`src/rtl/core/dsesc_pkg.sv`:
```
package dsesc_pkg;

	// Saturation point of the position counter
	localparam int MAX_TEXT_LEN = 65535;
	localparam int POS_W = 16;
	localparam logic [POS_W-1:0] POS_CAP =
		POS_W'((MAX_TEXT_LEN < 65535) ? MAX_TEXT_LEN : 65535);

	// Output queue geometry
	localparam int QUEUE_DEPTH = 4;
	localparam int PTR_W = $clog2(QUEUE_DEPTH);
	localparam int CNT_W = $clog2(QUEUE_DEPTH + 1);

	// Result kinds
	typedef enum logic [1:0] {
		KIND_DATA = 2'd0,
		KIND_OK   = 2'd1,
		KIND_FAIL = 2'd2
	} kind_t;

	// One result word
	typedef struct packed {
		kind_t            kind;
		logic [7:0]       data;
		logic [POS_W-1:0] len;
		logic             run_end;
	} result_t;

	// Results of one decoded character: count is 0, 1 or 2
	typedef struct packed {
		logic [1:0] count;
		result_t    r0;
		result_t    r1;
	} dec_out_t;

endpackage

```
`src/rtl/core/dsesc_decode.sv`:
```
module dsesc_decode import dsesc_pkg::*; (
	input  logic       clk,
	input  logic       arst_n,
	input  logic       advance,
	input  logic [7:0] char_byte,
	input  logic       is_last,
	output dec_out_t   dec
);

	typedef enum logic [2:0] {
		PH_SEEK,
		PH_BODY,
		PH_ESC,
		PH_HEX1,
		PH_DONE
	} phase_t;

	localparam logic [7:0] CH_QUOTE  = 8'h27;
	localparam logic [7:0] CH_DOLLAR = 8'h24;

	phase_t           phase_q, phase_d;
	logic [3:0]       nibble_q, nibble_d;
	logic [POS_W-1:0] pos_q, pos_d;

	// Hex digit test; returns {valid, value}
	function automatic logic [4:0] hex_value(input logic [7:0] c);
		logic [4:0] r;
		r = 5'd0;
		if (c >= 8'h30 && c <= 8'h39)
			r = {1'b1, 4'(c - 8'h30)};
		else if (c >= 8'h41 && c <= 8'h46)
			r = {1'b1, 4'(c - 8'h37)};
		else if (c >= 8'h61 && c <= 8'h66)
			r = {1'b1, 4'(c - 8'h57)};
		return r;
	endfunction

	// Byte for a named escape; zero for an unknown one
	function automatic logic [7:0] escape_byte(input logic [7:0] c);
		logic [7:0] r;
		case (c)
			8'h27: r = 8'h27;
			8'h24: r = 8'h24;
			8'h4E, 8'h6E, 8'h4C, 8'h6C: r = 8'h0A;
			8'h50, 8'h70: r = 8'h0C;
			8'h52, 8'h72: r = 8'h0D;
			8'h54, 8'h74: r = 8'h09;
			default: r = 8'h00;
		endcase
		return r;
	endfunction

	function automatic result_t mk(input kind_t k, input logic [7:0] b,
		input logic [POS_W-1:0] l);
		result_t r;
		r.kind    = k;
		r.data    = b;
		r.len     = l;
		r.run_end = 1'b0;
		return r;
	endfunction

	logic [4:0]       hex;
	logic [POS_W-1:0] pos_n;
	logic             ok;
	logic             was_done;
	logic [1:0]       n;
	result_t          r0, r1;

	// Decode one character against the current phase
	always_comb begin
		hex      = hex_value(char_byte);
		pos_n    = (pos_q < POS_CAP) ? pos_q + POS_W'(1) : pos_q;
		was_done = (phase_q == PH_DONE);
		ok       = 1'b0;
		n        = 2'd0;
		r0       = mk(KIND_DATA, 8'h00, '0);
		r1       = mk(KIND_DATA, 8'h00, '0);
		phase_d  = phase_q;
		nibble_d = nibble_q;
		pos_d    = pos_n;
		case (phase_q)
			PH_SEEK: begin
				if (char_byte == CH_QUOTE)
					phase_d = PH_BODY;
			end
			PH_BODY: begin
				if (char_byte == CH_QUOTE) begin
					r0      = mk(KIND_OK, 8'h00, pos_n);
					n       = 2'd1;
					phase_d = PH_DONE;
					ok      = 1'b1;
				end else if (char_byte == CH_DOLLAR) begin
					phase_d = PH_ESC;
				end else begin
					r0 = mk(KIND_DATA, char_byte, '0);
					n  = 2'd1;
				end
			end
			PH_ESC: begin
				if (hex[4]) begin
					nibble_d = hex[3:0];
					phase_d  = PH_HEX1;
				end else begin
					r0      = mk(KIND_DATA, escape_byte(char_byte), '0);
					n       = 2'd1;
					phase_d = PH_BODY;
				end
			end
			PH_HEX1: begin
				if (hex[4]) begin
					r0      = mk(KIND_DATA, {nibble_q, hex[3:0]}, '0);
					n       = 2'd1;
					phase_d = PH_BODY;
				end else begin
					// lone digit: zero byte, then the character as a body character
					r0      = mk(KIND_DATA, 8'h00, '0);
					n       = 2'd1;
					phase_d = PH_BODY;
					if (char_byte == CH_QUOTE) begin
						r1      = mk(KIND_OK, 8'h00, pos_n);
						n       = 2'd2;
						phase_d = PH_DONE;
						ok      = 1'b1;
					end else if (char_byte == CH_DOLLAR) begin
						phase_d = PH_ESC;
					end else begin
						r1 = mk(KIND_DATA, char_byte, '0);
						n  = 2'd2;
					end
				end
			end
			default: begin
				phase_d = PH_DONE;
			end
		endcase

		// End of text: collapse to at most a single verdict and restart
		if (is_last) begin
			if (was_done) begin
				n = 2'd0;
			end else if (ok) begin
				r0 = mk(KIND_OK, 8'h00, pos_n);
				n  = 2'd1;
			end else begin
				r0 = mk(KIND_FAIL, 8'h00, '0);
				n  = 2'd1;
			end
			phase_d  = PH_SEEK;
			nibble_d = 4'd0;
			pos_d    = '0;
		end

		// Mark the last result of this character
		if (n == 2'd1)
			r0.run_end = 1'b1;
		if (n == 2'd2)
			r1.run_end = 1'b1;

		dec.count = n;
		dec.r0    = r0;
		dec.r1    = r1;
	end

	// Hold parse state; advance on each decoded character
	always_ff @(posedge clk or negedge arst_n) begin
		if (!arst_n) begin
			phase_q  <= PH_SEEK;
			nibble_q <= 4'd0;
			pos_q    <= '0;
		end else if (advance) begin
			phase_q  <= phase_d;
			nibble_q <= nibble_d;
			pos_q    <= pos_d;
		end
	end

endmodule

```
`src/rtl/core/dsesc_queue.sv`:
```
module dsesc_queue import dsesc_pkg::*; (
	input  logic     clk,
	input  logic     arst_n,
	input  logic     push,
	input  dec_out_t dec,
	output logic     room2,
	output logic     head_valid,
	input  logic     head_stall,
	output result_t  head
);

	result_t          mem [QUEUE_DEPTH];
	logic [PTR_W-1:0] wp_q, rp_q;
	logic [CNT_W-1:0] cnt_q;
	logic [1:0]       push_n;
	logic             pop;

	assign push_n     = push ? dec.count : 2'd0;
	assign head_valid = (cnt_q != '0);
	assign pop        = head_valid && !head_stall;
	assign room2      = (cnt_q <= CNT_W'(QUEUE_DEPTH - 2));
	assign head       = mem[rp_q];

	// Write up to two words per cycle
	always_ff @(posedge clk) begin
		if (push_n != 2'd0)
			mem[wp_q] <= dec.r0;
		if (push_n == 2'd2)
			mem[wp_q + PTR_W'(1)] <= dec.r1;
	end

	// Advance pointers and occupancy
	always_ff @(posedge clk or negedge arst_n) begin
		if (!arst_n) begin
			wp_q  <= '0;
			rp_q  <= '0;
			cnt_q <= '0;
		end else begin
			wp_q  <= wp_q + PTR_W'(push_n);
			if (pop)
				rp_q <= rp_q + PTR_W'(1);
			cnt_q <= cnt_q + CNT_W'(push_n) - CNT_W'(pop);
		end
	end

endmodule

```
`src/rtl/core/dollar_escape_string_literal_parser.sv`:
```
// Dollar-escape string literal decoder. Feed the text one character per word
// with is_last on the final one; characters before the opening quote are
// skipped, escapes ($hh, $' $$ $N $L $P $R $T) are decoded, and each data byte
// comes out as a kind 0 word. The closing quote yields a kind 1 word with the
// consumed length; a text that ends without one yields a single kind 2 word,
// and the data bytes already delivered for it should be discarded. run_end
// marks the last word caused by each character. One character is taken every
// cycle while in_stall is low: it is registered, decoded once the queue has
// room and written, as zero to two words, into a four-entry output queue.
// The queue drains one word per cycle while out_stall is low, and in_stall
// rises only while the queue has fewer than two free entries.
module dollar_escape_string_literal_parser import dsesc_pkg::*; (
	input  logic              clk,
	input  logic              arst_n,
	input  logic              in_valid,
	output logic              in_stall,
	input  logic [7:0]        char_byte,
	input  logic              is_last,
	output logic              out_valid,
	input  logic              out_stall,
	output logic [1:0]        kind,
	output logic [7:0]        out_byte,
	output logic [POS_W-1:0]  consumed_length,
	output logic              run_end
);

	logic       valid_s1;
	logic [7:0] char_s1;
	logic       last_s1;
	logic       room2;
	logic       advance;
	dec_out_t   dec;
	result_t    head;

	assign advance  = valid_s1 && room2;
	assign in_stall = valid_s1 && !room2;

	// Hold the accepted word until the queue has room
	always_ff @(posedge clk or negedge arst_n) begin
		if (!arst_n) begin
			valid_s1 <= 1'b0;
		end else if (in_valid && !in_stall) begin
			valid_s1 <= 1'b1;
		end else if (advance) begin
			valid_s1 <= 1'b0;
		end
	end

	always_ff @(posedge clk) begin
		if (in_valid && !in_stall) begin
			char_s1 <= char_byte;
			last_s1 <= is_last;
		end
	end

	dsesc_decode u_decode (
		.clk       (clk),
		.arst_n    (arst_n),
		.advance   (advance),
		.char_byte (char_s1),
		.is_last   (last_s1),
		.dec       (dec)
	);

	dsesc_queue u_queue (
		.clk        (clk),
		.arst_n     (arst_n),
		.push       (advance),
		.dec        (dec),
		.room2      (room2),
		.head_valid (out_valid),
		.head_stall (out_stall),
		.head       (head)
	);

	// Drive the result word from the queue head
	assign kind            = head.kind;
	assign out_byte        = head.data;
	assign consumed_length = head.len;
	assign run_end         = head.run_end;

endmodule

```
`config.mk`:
```
export PLATFORM = sky130hd
export DESIGN_NAME = dollar_escape_string_literal_parser
export DESIGN_NICKNAME = d
export VERILOG_FILES = /design/src/rtl/core/dsesc_pkg.sv /design/src/rtl/core/dsesc_decode.sv /design/src/rtl/core/dsesc_queue.sv /design/src/rtl/core/dollar_escape_string_literal_parser.sv
export SDC_FILE = /design/constraint.sdc
export NUM_CORES = 1
export LEC_CHECK = 0
export ABC_AREA = 1
export BUFFER_PORTS_ARGS = -buffer_cell sky130_fd_sc_hd__buf_2
export CAP_MARGIN = 20
export CORE_UTILIZATION = 45
export CTS_CLUSTER_DIAMETER = 100
export DETAILED_ROUTE_END_ITERATION = 7
export GPL_ROUTABILITY_DRIVEN = 0
export GPL_TIMING_DRIVEN = 0
export PLACE_DENSITY = 0.7
export SYNTH_ARGS = -nofsm -noshare
export SYNTH_HDL_FRONTEND = slang
export SYNTH_SLANG_ARGS = --single-unit
```
`constraint.sdc`:
```
create_clock -name clk -period 3 [get_ports clk]
set_input_delay 0.6 -clock clk [delete_from_list [all_inputs] [get_ports clk]]
set_output_delay 0.6 -clock clk [all_outputs]
set_load 0.02 [all_outputs]
```
Word-level counts from Yosys, hierarchy flattened
Memories as Yosys holds them, arrays and structs flattened.
Index checks and enable logic that the tools add are counted.
- register bits: 40
- RAM bits: 108
- input port bits: 13
- output and inout bits: 29
- word-level logic and storage cells: 119
- memories: 1
- $add $sub $neg: 9
- order comparisons: 8
- equality and inequality tests: 21
- muxes and demuxes: 49
- reductions and logical operators: 22
- memory list (memory ; depth ; width ; rd ports ; clocked after memory_dff ; wr ports ; RTL line ; RTL):
    u_queue.mem ; 4 ; 27 ; 1 ; 0 ; 2 ; dsesc_queue.sv:12 ; result_t mem [QUEUE_DEPTH];
- operators with widths (operator ; count):
    27-bit two-way mux ; 6
    27-bit one-hot mux with 3 select lines ; 1
    8-bit by 7-bit equality test with 1-bit output, second input constant ; 10
    25-bit two-way mux ; 3
    6-bit one-hot mux with 6 select lines ; 1
    16-bit two-way mux ; 2
    3-bit two-way mux ; 6
    16-bit by 1-bit adder with 16-bit output, second input constant ; 1
    8-bit by 6-bit equality test with 1-bit output, second input constant ; 2
    8-bit by 7-bit >= comparator with 1-bit output, second input constant ; 2
    8-bit by 7-bit less-or-equal comparator with 1-bit output, second input constant ; 2
    16-bit less-than comparator, second input constant ; 1
    2-bit two-way mux ; 8
    5-bit two-way mux ; 3
    1-bit two-way mux ; 13
    4-bit two-way mux ; 3
    3-bit one-hot mux with 4 select lines ; 1
    8-bit by 6-bit >= comparator with 1-bit output, second input constant ; 1
    8-bit by 6-bit less-or-equal comparator with 1-bit output, second input constant ; 1
    2-bit nonzero test ; 4
    4-bit by 3-bit subtractor with 4-bit output, second input constant ; 2
    1-bit logical AND ; 7
    3-bit by 2-bit equality test with 1-bit output, second input constant ; 2
    2-bit one-hot mux with 3 select lines ; 1
    other kinds (19) ; 26

Longest topological paths before layout
- depth after elaboration: 12
- depth in mapped cells: 18
- gate-level depth less buffers: 17

Hierarchy
From an unflattened synthesis, not the netlist that was laid out.
- cells, all modules: 1193
- area total of the unflattened synthesis: 8961.1 µm²
- modules (own cells, without submodules) (module ; instances ; cells an instance ; area each (µm²) ; seq. area each (µm²)):
    dsesc_queue ; 1 ; 765 ; 6286.0 ; 3418.3
    dsesc_decode ; 1 ; 410 ; 2339.7 ; 575.6
    dollar_escape_string_literal_parser ; 1 ; 18 ; 335.3 ; 295.3

Least setup slack after synthesis
Ideal clock, no wire load.
- kind: register -> register
- start point: reg char_s1[0]
- end point: mem u_queue.mem[1][0] in the netlist's numbering (enable)
- setup time: 0.383 ns
- arrival time: 2.595 ns
- required time: 2.617 ns
- slack: 0.022 ns
- cell stages (with the launch flop): 15
- buffers on the path: 2
- clock period less this slack: 2.978 ns
- cells stage by stage: edfxtp_1 -> inv_1 -> ha_1 -> inv_1 -> nor2_2 -> nand3b_1 -> nand3_1 -> nand2_1 -> nand3_2 -> nand3_2 -> nand2_2 -> buf_6 -> nand2_1 -> buf_2 -> nand2_1
- RTL lines (item ; RTL line ; RTL):
    start, declared ; dollar_escape_string_literal_parser.sv:28 ; logic [7:0] char_s1;
    start signal, assigned ; dollar_escape_string_literal_parser.sv:51 ; char_s1 <= char_byte;
    end, declared ; dsesc_queue.sv:12 ;

Worst setup path after layout
- start point: reg u_queue.rp_q[0]
- end point: out kind[1]
- word-level cells in the longest chain between the ends: 1
- ends and longest elaborated chain (item ; RTL line ; RTL):
    start, declared ; dsesc_queue.sv:13 ; logic [PTR_W-1:0] wp_q, rp_q;
    start signal, assigned ; dsesc_queue.sv:41 ; rp_q <= rp_q + PTR_W'(1);
    memory 4 x 27 bit ; n/a ;
    end, declared ; dollar_escape_string_literal_parser.sv:21 ; output logic [1:0] kind,
No other way between the ends.

==> results.md <==
* GRT overflow at 0
* 1st-iter DRT viols at 706
* First-pass GRT wire length at 29690 microns
* Leak Pwr at 3.166 nW
* Final min period at 2.882 ns
* GRT Overall Usage at 0.2382
* Final Skew at 0.01009 ns
* CTS root buf: clkbuf_16
* CTS Buffer Depth at 2
* Post-DR vias/cell at 5.657
* I/O pin cnt at 42
* Worst setup path class: flip-flop to output pin
* Pins Over Slew Limit at 0
* Final hold slack at 0.2242 ns
* Die W at 129.7 microns
* CP bufs+invs at 3
* Power Dens Cells at 875.2 mW/mm^2
* CP max stage cell: clkbuf_1
* Initial antenna violation count at 0
* Mapped Cells at 765
* Clk slew on worst S/H paths at 0.06 ns
* Syn Area/Cell at 9.588 sq um
* Routed WL at 19100 microns
* RSZ-0062 raised after global routing: no
* CTS tree: built
* Largest net degree at the start of global routing at 32
* Layout cells sized above 1 at 0.1651
* FF-to-FF setup slack at 0.20 ns
* Peak VDD IR at 0.0005137 V
* Post-Synthesis Cell Area at 0.007335 sq mm
* Footprint of the multi-input gates at 0.002836 sq mm
* Core Region at 0.01589 sq mm
* Clock buffer count from CTS at 17
* Hold Path Class: input pin to asynchronous set/reset pin
* Register area at 0.004249 sq mm
* Crit. End Element: output pin
* # nets final at 857
* Max Freq at 347.0 MHz
* Full die area at 0.01681 sq mm
* Worst path max stage delay at 0.57 ns
* Worst-Margin Slew at 0.7532 ns
* Fillers at 1437
* Post-route ant nets at 0
* DR WL/cell at 17.95 microns
* CP Data Required Time at 2.40 ns
* CP cell instances: clkbuf_1 -> clkbuf_1 -> nor2_1 -> o22ai_1 -> buf_2
* Critical-path maximum fanout at 10
* YS warnings at 0
* CP Launch Type: flip-flop
* Syn_nets at 787
* H-tree level count at 4
* Worst slew margin at 0.4979
* Finish-stage setup viols at 0
* TritonRoute pass-1 iters at 5
* Crit path top cell by count: clkbuf_1
* Starting Density at 0.4617
* Vias at 6019
* Num rows at 46
* Final number of hold-violating endpoints at 0
* CP arrival at 2.28 ns
* Total power at 7.594 mW
* Area Overhead vs Synth at 18.30%
* Die H at 129.7 microns
* Vias in the first global route at 5719
* CTS sink count at 148
* Synth unique cells at 35
* Period utilization at 0.9607
* Outcome: completed
* Number of I/O port buffers at 41
* Max cap viols at 0
* Crit path max-delay family: buffers and inverters
* Residual DRC count at 0
* Flops & latches, synth at 148
* Hold-fix buffers, CTS at 0
* Worst-Skew Late Latency at 0.44 ns
* HPWL Detailed at 12550 microns
* Seq/Total Area, Yosys at 0.5793
* Ant diodes at 0
kinds of logic (layout without fill, tap and decap cells):
family | count (synthesis) | in the layout | share of synthesized area
xor gates and xnor gates | 15 | 15 | 0.01791
DFF | 148 | 148 | 0.5793
buffers and inverters | 98 | 180 | 0.05476
adders and majority gates | 9 | 9 | 0.01638
and+or+nand+nor | 280 | 281 | 0.1720
AOI/OAI and AO/OA | 215 | 215 | 0.1597
cell usage in the layout (no fill, tap or decap), drive strengths merged, types with 11 or more instances in the layout:
cell type / n
a21oi: 48
buf: 58
clkbuf: 42
dfrtp: 31
edfxtp: 113
inv: 68
nand2: 106
nand3: 27
nor2: 123
nor3: 11
o21ai: 95
o22ai: 69
xor2: 13
path summary, 6_finish.rpt:
path                                      start                   end  cells after the start
max                             u_queue.rp_q[0]               kind[1]                      5
min                                      arst_n     u_decode.pos_q[7]                      1
max reg2reg                          char_s1[1]    u_queue.mem[2][10]                     14
min reg2reg                u_decode.nibble_q[0]  u_decode.nibble_q[0]                      2
max in group asynchronous                arst_n  u_decode.nibble_q[0]                      1
min in group clk                   char_byte[5]            char_s1[5]                      1
where the power goes:
part	switching [mW]	internal [mW]	leakage (nW)	total [mW]
registers	0.145	2.51	1.49	2.66
clock network	0.871	1.31	0.275	2.18
logic	1.95	0.809	1.40	2.76
sequential cells by signal (all words and copies together) (netlist names):
signal             count
valid_s1               1
u_queue.mem          108
last_s1                1
u_queue.cnt_q          3
u_decode.pos_q        16
u_decode.phase_q       3
u_queue.wp_q           2
u_decode.nibble_q      4
char_s1                8
u_queue.rp_q           2
layer usage:
metal / GRT usage / wire, microns / vias up
li1: - / - / 2850
met3: 0.04789 / 1425 / 44
met2: 0.3941 / 9221 / 266
met1: 0.3112 / 8061 / 2859
met4: 0.08550 / 391 / 0
met5: 0 / 0 / -
timing repair:
action,in CTS,in global routing
pin swaps,2,4
gates cloned,0,1
buffers inserted,2,5
gates resized for setup,16,22
setup endpoints to repair,138,128
cells in the mapped netlist, drive strengths merged:
library cell,n,area (sq um)
dfrtp,31,775.7
buf,9,66.31
o22ai,69,431.7
a21oi,48,240.2
clkinv,3,12.51
o221ai,1,8.760
ha,8,100.1
nor3,11,55.05
nor4,3,18.77
clkbuf,21,78.83
edfxtp,113,3393
xnor2,2,17.52
nand3,27,167.7
fa,1,20.02
inv,65,244.0
dfxtp,4,80.08
nand2,105,429.2
xor2,13,113.9
o21ai,95,475.5
nand3b,1,7.510
o31ai,2,15.01
nor2,123,505.5
nand4,10,77.57
layout make-up:
class | count | area share
flip-flops and latches | 148 | 0.4897
multi-input cells | 520 | 0.3269
clock buffers | 20 | 0.05032
repair buffers | 50 | 0.03605
well taps | 216 | 0.03115
inverters | 68 | 0.02956
plain buffers | 30 | 0.01846
clock inverters | 12 | 0.01788
through the flow:
step	worst slack, ns	TNS, ns	instances	utilization	cell area [sq um]
2_1_floorplan	0.02222	0	765	-	7335
3_5_place_dp	-0.6356	-46.75	1024	0.4943	7853
5_1_grt	0.0001397	0	1064	0.5462	8677
6_report	0.1180	0	1064	0.5462	8677
4_1_cts	0.03762	0	1058	0.5385	8554
3_3_place_gp	-0.7017	-60.39	1022	0.4917	7810
(Power assumes the default switching activity.)
